$ cat src/rtl/rv32s_pkg.sv
// Shared types, constants and helpers for the RV32 subset core.
// Used by the byte store, the register file and the top level; no dependencies.
package rv32s_pkg;

    // Memory geometry: byte stores split into four byte lanes (power-of-two size)
    localparam int MEM_BYTES = 1024;
    localparam int MEM_AW    = $clog2(MEM_BYTES);
    localparam int ROWS      = MEM_BYTES / 4;
    localparam int ROW_AW    = MEM_AW - 2;
    localparam int NREGS     = 32;
    localparam int CLR_N     = (ROWS > NREGS) ? ROWS : NREGS;
    localparam int CLR_W     = $clog2(CLR_N);

    typedef logic [MEM_AW-1:0] t_maddr;
    typedef logic [ROW_AW-1:0] t_row;
    typedef logic [4:0]        t_ridx;
    typedef logic [31:0]       t_word;

    typedef enum logic [1:0] {
        CMD_STEP   = 2'd0,
        CMD_LOAD_I = 2'd1,
        CMD_LOAD_D = 2'd2,
        CMD_READ_D = 2'd3
    } t_cmd;

    typedef enum logic [2:0] {
        S_CLR,
        S_IDLE,
        S_DEC,
        S_EXE,
        S_MEM,
        S_DONE
    } t_state;

    localparam logic [6:0] OP_LOAD    = 7'h03;
    localparam logic [6:0] OP_ADDI    = 7'h13;
    localparam logic [6:0] OP_STORE   = 7'h23;
    localparam logic [6:0] OP_ALU     = 7'h33;
    localparam logic [6:0] OP_HALT    = 7'h7F;
    localparam logic [6:0] FUNCT7_SUB = 7'h20;
    localparam t_word      SIGN_FILL  = 32'hFFFFF000;

    // Request to a byte store: word read, word write, byte write or clear row
    typedef struct packed {
        logic       rd;
        logic       wr_word;
        logic       wr_byte;
        logic       clr;
        t_maddr     addr;
        t_row       clr_row;
        t_word      wdata;
        logic [7:0] wbyte;
    } t_mem_req;

    // Request to the register file: two reads, one write
    typedef struct packed {
        logic  rd;
        t_ridx ra;
        t_ridx rb;
        logic  we;
        t_ridx wa;
        t_word wd;
    } t_rf_req;

    function automatic t_word sext12(logic [11:0] v);
        t_word r;
        r = {20'b0, v};
        if (v[11]) begin
            r = r | SIGN_FILL;
        end
        return r;
    endfunction

    function automatic t_maddr to_maddr(logic [9:0] a);
        return t_maddr'(a);
    endfunction

endpackage

$ cat src/rtl/rv32s_ram.sv
// Generic single-port-write, single-port-read synchronous RAM.
// Read data is registered and held while the read enable is low; no dependencies.
module rv32s_ram #(
    parameter int WIDTH = 8,
    parameter int DEPTH = 256
) (
    input  logic                     i_clk,
    input  logic                     i_we,
    input  logic [$clog2(DEPTH)-1:0] i_waddr,
    input  logic [WIDTH-1:0]         i_wdata,
    input  logic                     i_re,
    input  logic [$clog2(DEPTH)-1:0] i_raddr,
    output logic [WIDTH-1:0]         o_rdata
);

    logic [WIDTH-1:0] r_mem [DEPTH];
    logic [WIDTH-1:0] r_rdata;

    always_ff @(posedge i_clk) begin
        if (i_we) begin
            r_mem[i_waddr] <= i_wdata;
        end
        if (i_re) begin
            r_rdata <= r_mem[i_raddr];
        end
    end

    assign o_rdata = r_rdata;

endmodule

$ cat src/rtl/rv32s_regfile.sv
// 32 x 32 register file as two RAM copies for two reads per cycle; x0 reads zero.
// Depends on rv32s_pkg and rv32s_ram.
module rv32s_regfile
    import rv32s_pkg::*;
(
    input  logic    i_clk,
    input  t_rf_req i_req,
    output t_word   o_a,
    output t_word   o_b
);

    t_word w_qa;
    t_word w_qb;
    logic  r_a0;
    logic  r_b0;

    rv32s_ram #(
        .WIDTH(32),
        .DEPTH(NREGS)
    ) u_ram_a (
        .i_clk  (i_clk),
        .i_we   (i_req.we),
        .i_waddr(i_req.wa),
        .i_wdata(i_req.wd),
        .i_re   (i_req.rd),
        .i_raddr(i_req.ra),
        .o_rdata(w_qa)
    );

    rv32s_ram #(
        .WIDTH(32),
        .DEPTH(NREGS)
    ) u_ram_b (
        .i_clk  (i_clk),
        .i_we   (i_req.we),
        .i_waddr(i_req.wa),
        .i_wdata(i_req.wd),
        .i_re   (i_req.rd),
        .i_raddr(i_req.rb),
        .o_rdata(w_qb)
    );

    // Remember x0 reads so they come back as zero
    always_ff @(posedge i_clk) begin
        if (i_req.rd) begin
            r_a0 <= (i_req.ra == '0);
            r_b0 <= (i_req.rb == '0);
        end
    end

    assign o_a = r_a0 ? '0 : w_qa;
    assign o_b = r_b0 ? '0 : w_qb;

endmodule

$ cat config.mk
export PLATFORM = sky130hd
export DESIGN_NAME = rv32s_regfile
export DESIGN_NICKNAME = d
export VERILOG_FILES = /design/src/rtl/rv32s_pkg.sv /design/src/rtl/rv32s_ram.sv /design/src/rtl/rv32s_regfile.sv
export SDC_FILE = /design/constraint.sdc
export NUM_CORES = 1
export LEC_CHECK = 0
export BUFFER_PORTS_ARGS = -buffer_cell sky130_fd_sc_hd__buf_2
export CORE_AREA = 2 2 258 452
export DETAILED_ROUTE_END_ITERATION = 16
export DIE_AREA = 0 0 260 454
export PLACE_DENSITY_LB_ADDON = 0.08
export SYNTH_ARGS = -nofsm -noshare
export SYNTH_HDL_FRONTEND = slang
export SYNTH_SLANG_ARGS = --single-unit
export TNS_END_PERCENT = 20
$ cat constraint.sdc
create_clock -name i_clk -period 3.4 [get_ports i_clk]
set_clock_uncertainty 0.1 [all_clocks]
set_input_delay 0 -clock i_clk [delete_from_list [all_inputs] [get_ports i_clk]]
set_output_delay 0 -clock i_clk [all_outputs]
set_load 0.01 [all_outputs]
==> flow_metrics.py <==
metrics = {
    "power": {
        "peakVddDrop_uv": 439,
        "p_per_area_nw_per_um2": 513,
        "internal_power_w": 0.0228,
        "p_leak_nw": 21.4,
        "p_sw_share_pct": 23.6,
        "power_frac_clock_pct": 40.3,
        "power_frac_seq_pct": 50.9,
        "power_frac_comb_pct": 8.8,
        "p_switching_w": 0.00704,
        "p_total_w": 0.0298,
    },
    "critical_path": {
        "cp_common_cell": "dlygate4sd3_1",
        "end_kind": "register",
        "crit_type": "in -> reg",
        "crit_path_top_delay_cell": "dlygate4sd3_1",
        "r2r_setup_slack_ns": 1.55,
        "critPathLaunchType": "input port",
        "cp_top_family": "buffers and inverters",
        "cp_num_buf_inv": 4,
        "crit_end": "u_ram_b.r_mem[8][0]$_DFFE_PP_",
        "path_max_fanout": 16,
        "reg2reg_to": "u_ram_a.o_rdata[31]$_DFFE_PP_",
        "critical_path_cell_count": 6,
        "timing.critical_path.from": "i_req[34]",
        "cp.required_ns": 3.71,
        "reg2reg_depth": 6,
        "crit_path_max_incr_delay_ns": 0.68,
        "rr_startpoint": "u_ram_b.r_mem[0][31]$_DFFE_PP_",
        "path_cells": "dlygate4sd3_1, buf_2, or3b_2, dlygate4sd3_1, nor2_4, buf_12",
        "cp_data_arrival_time_ns": 2.88,
    },
    "detailed_routing": {
        "firstDrtPassIters": 7,
        "drt.antenna.violating_nets": 0,
        "drt-initial-drc-count": 2885,
        "route.vias.total": 33000,
        "wl_mm": 167,
        "routedWlPerCell_um": 31.9,
        "vias_per_cell": 6.27,
        "drcViolationCount": 0,
    },
    "clock_tree": {
        "clockRootBuffer": "clkbuf_16",
        "clock_latency_ns": 0.75,
        "clk_pin_slew_ns": 0.06,
        "numCtsBuffers": 103,
        "clockBufferDepth": 3,
        "cts_resized": 0,
        "clock-sinks": 1090,
        "htreeDepth": 3,
        "cts_tree": "built",
    },
    "synthesis": {
        "synth-seq-area-share_pct": 64.0,
        "mappedNetlistArea_sq_um": 51200,
        "synthesis.nets": 3575,
        "synth-main-ff-cell": "edfxtp_1",
        "ys_warn_count": 0,
        "synth_area_per_cell_sq_um": 14.5,
        "synth.area.top_cells": "edfxtp_1 (64%), mux2i_1 (20%), a22oi_1 (2.8%)",
        "syn_inst": 3525,
        "synth_top_cell_by_area": "edfxtp_1",
        "synth_top_area_share_pct": 64.0,
        "yosys_register_bits": 1090,
        "ys_types": 24,
        "synth_edf_count": 1090,
        "synthArstFlopShare_pct": 0,
    },
    "place": {
        "preCtsSetupSlack_ns": 0.898,
        "post-dp-hpwl_mm": 96.3,
        "portBuffers": 113,
        "gp_congestion": 0.836,
        "dp.cells": 5018,
    },
    "timing": {
        "fmax_mhz": 389,
        "hold_viol_final": 0,
        "fin_crit_sh_pct": 75.6,
        "slew_headroom_pct": 26.0,
        "fin_ws_ns": 0.830,
        "rsz0062_at_grt": "no",
        "period_minus_slack_ns": 2.57,
        "worst_pin_slew_ns": 1.11,
        "tns_ns": 0,
        "setup_viol": 0,
        "drv_slew": 0,
    },
    "global_routing": {
        "use_met1_pct": 35.5,
        "grtUsageMet2_pct": 47.7,
        "grt.met3_usage_pct": 3.93,
        "grt_max_degree": 73,
        "gr-total-overflow": 0,
        "grt-busiest-layer": "met2",
        "grt_pass1_vias": 34200,
        "grt_usage_pct": 28.2,
        "antenna_found_initial": 7,
        "grt_pass1_wl_mm": 238,
    },
    "layout": {
        "layoutNonFillerInstCount": 5255,
        "mostFrequentLayoutCell": "edfxtp_1",
        "drive_gt1_share_pct": 12.0,
        "layout_common_cells": "edfxtp_1 (1090), mux2i_1 (1024), nand2_1 (194), nand3_1 (194)",
        "fin_nets": 3715,
        "finalCoreUtilization_pct": 50.7,
        "area_growth_pct": 13.5,
    },
    "run_status": {
        "outcome": "complete, no violations",
    },
    "floorplanning": {
        "ioPinCount": 114,
        "core-area_sq_um": 115000,
        "die_area_sq_um": 118000,
        "die-width_um": 260,
        "die_h_um": 454,
        "num_rows": 165,
        "start_util_pct": 44.7,
    },
    "worst_hold_path": {
        "hold_path_class": "in -> reg",
    },
    "flow_run": {
        "maxCapViolCount": 0,
    },
}
==> area by class of cell <==
type                       count  area (sq um)
antenna                        2          5.00
clock buffer                 123          2670
clock inverter                67           773
fill                        9655         56500
multi-input combinational   2176         17200
sequential                  1090         32700
tap                         1503          1880
timing repair buffer         294          2840
==> through the flow <==
stage / hold slack [ns] / area (sq um)
global placement: 0.322 / 54200
CTS: 0.00283 / 58100
floorplan: -0.00113 / 51200
finish: 0.0458 / 58100
detailed placement: 0.323 / 54200
global route: 0.0895 / 58100
==> logic make-up after synthesis <==
| logic type | share of synthesized area (%) |
|---|---|
| AO/OA/AOI/OAI | 7.67 |
| buffers and inverters | 3.04 |
| flip-flops | 64.0 |
| multiplexers | 20.0 |
| AND/OR/NAND/NOR | 5.30 |
==> cell usage after synthesis, types with 36 or more instances <==
master / count
mux2i_1: 1024
edfxtp_1: 1090
nor2b_1: 68
buf_2: 82
a21oi_1: 192
clkbuf_1: 77
nor3_1: 64
a22o_1: 128
nor2_1: 36
a31oi_1: 64
buf_4: 54
a22oi_1: 192
nand3_1: 194
nand2_1: 196
==> routing by layer <==
metal  vias up  routed length [um]
met2      1335               83000
met4         4                7800
li1      14200                   -
met5         -                  14
met3       373               10100
met1     17100               66500
==> how the worst min path moves through the flow <==
stage,start,to,slack [ns],cells past startpoint
after floorplan,i_req[0],u_ram_a.r_mem[26][0]$_DFFE_PP_,-0.001,0
after global placement,i_req[45],r_a0$_DFFE_PP_,0.32,2
after detailed placement,i_req[43],r_a0$_DFFE_PP_,0.32,2
after CTS,i_req[47],u_ram_a.o_rdata[30]$_DFFE_PP_,0.003,6
after global routing,i_req[40],u_ram_b.o_rdata[28]$_DFFE_PP_,0.09,6
final,i_req[40],u_ram_b.o_rdata[29]$_DFFE_PP_,0.05,6
==> power groups by stage <==
stage          Combinational (W)  Clock (W)  Sequential [W]
2_1_floorplan            0.00154          0          0.0154
3_3_place_gp             0.00256          0          0.0154
3_5_place_dp             0.00259          0          0.0154
4_1_cts                  0.00263     0.0122          0.0152
5_1_grt                  0.00278     0.0127          0.0152
6_report                 0.00263     0.0120          0.0152
==> repair_timing <==
item / 4_1_cts / 5_1_grt
endpoints found under the hold margin: 1118 / 0
buffers inserted: 0 / 0
hold buffers: 45 / 0
==> sequential cells by signal, indices dropped and copies added, names as in the netlist <==
signal	cells
u_ram_a.o_rdata	32
u_ram_b.o_rdata	32
r_b0	1
r_a0	1
u_ram_b.r_mem	992
u_ram_a.r_mem	32
==> tightest hold or removal path, delay by kind of cell <==
| kind | cells | cell delay, ns |
|---|---|---|
| buf+inv | 2 | 0.40 |
| simple gates | 4 | 0.35 |
(Power assumes the default switching activity.)
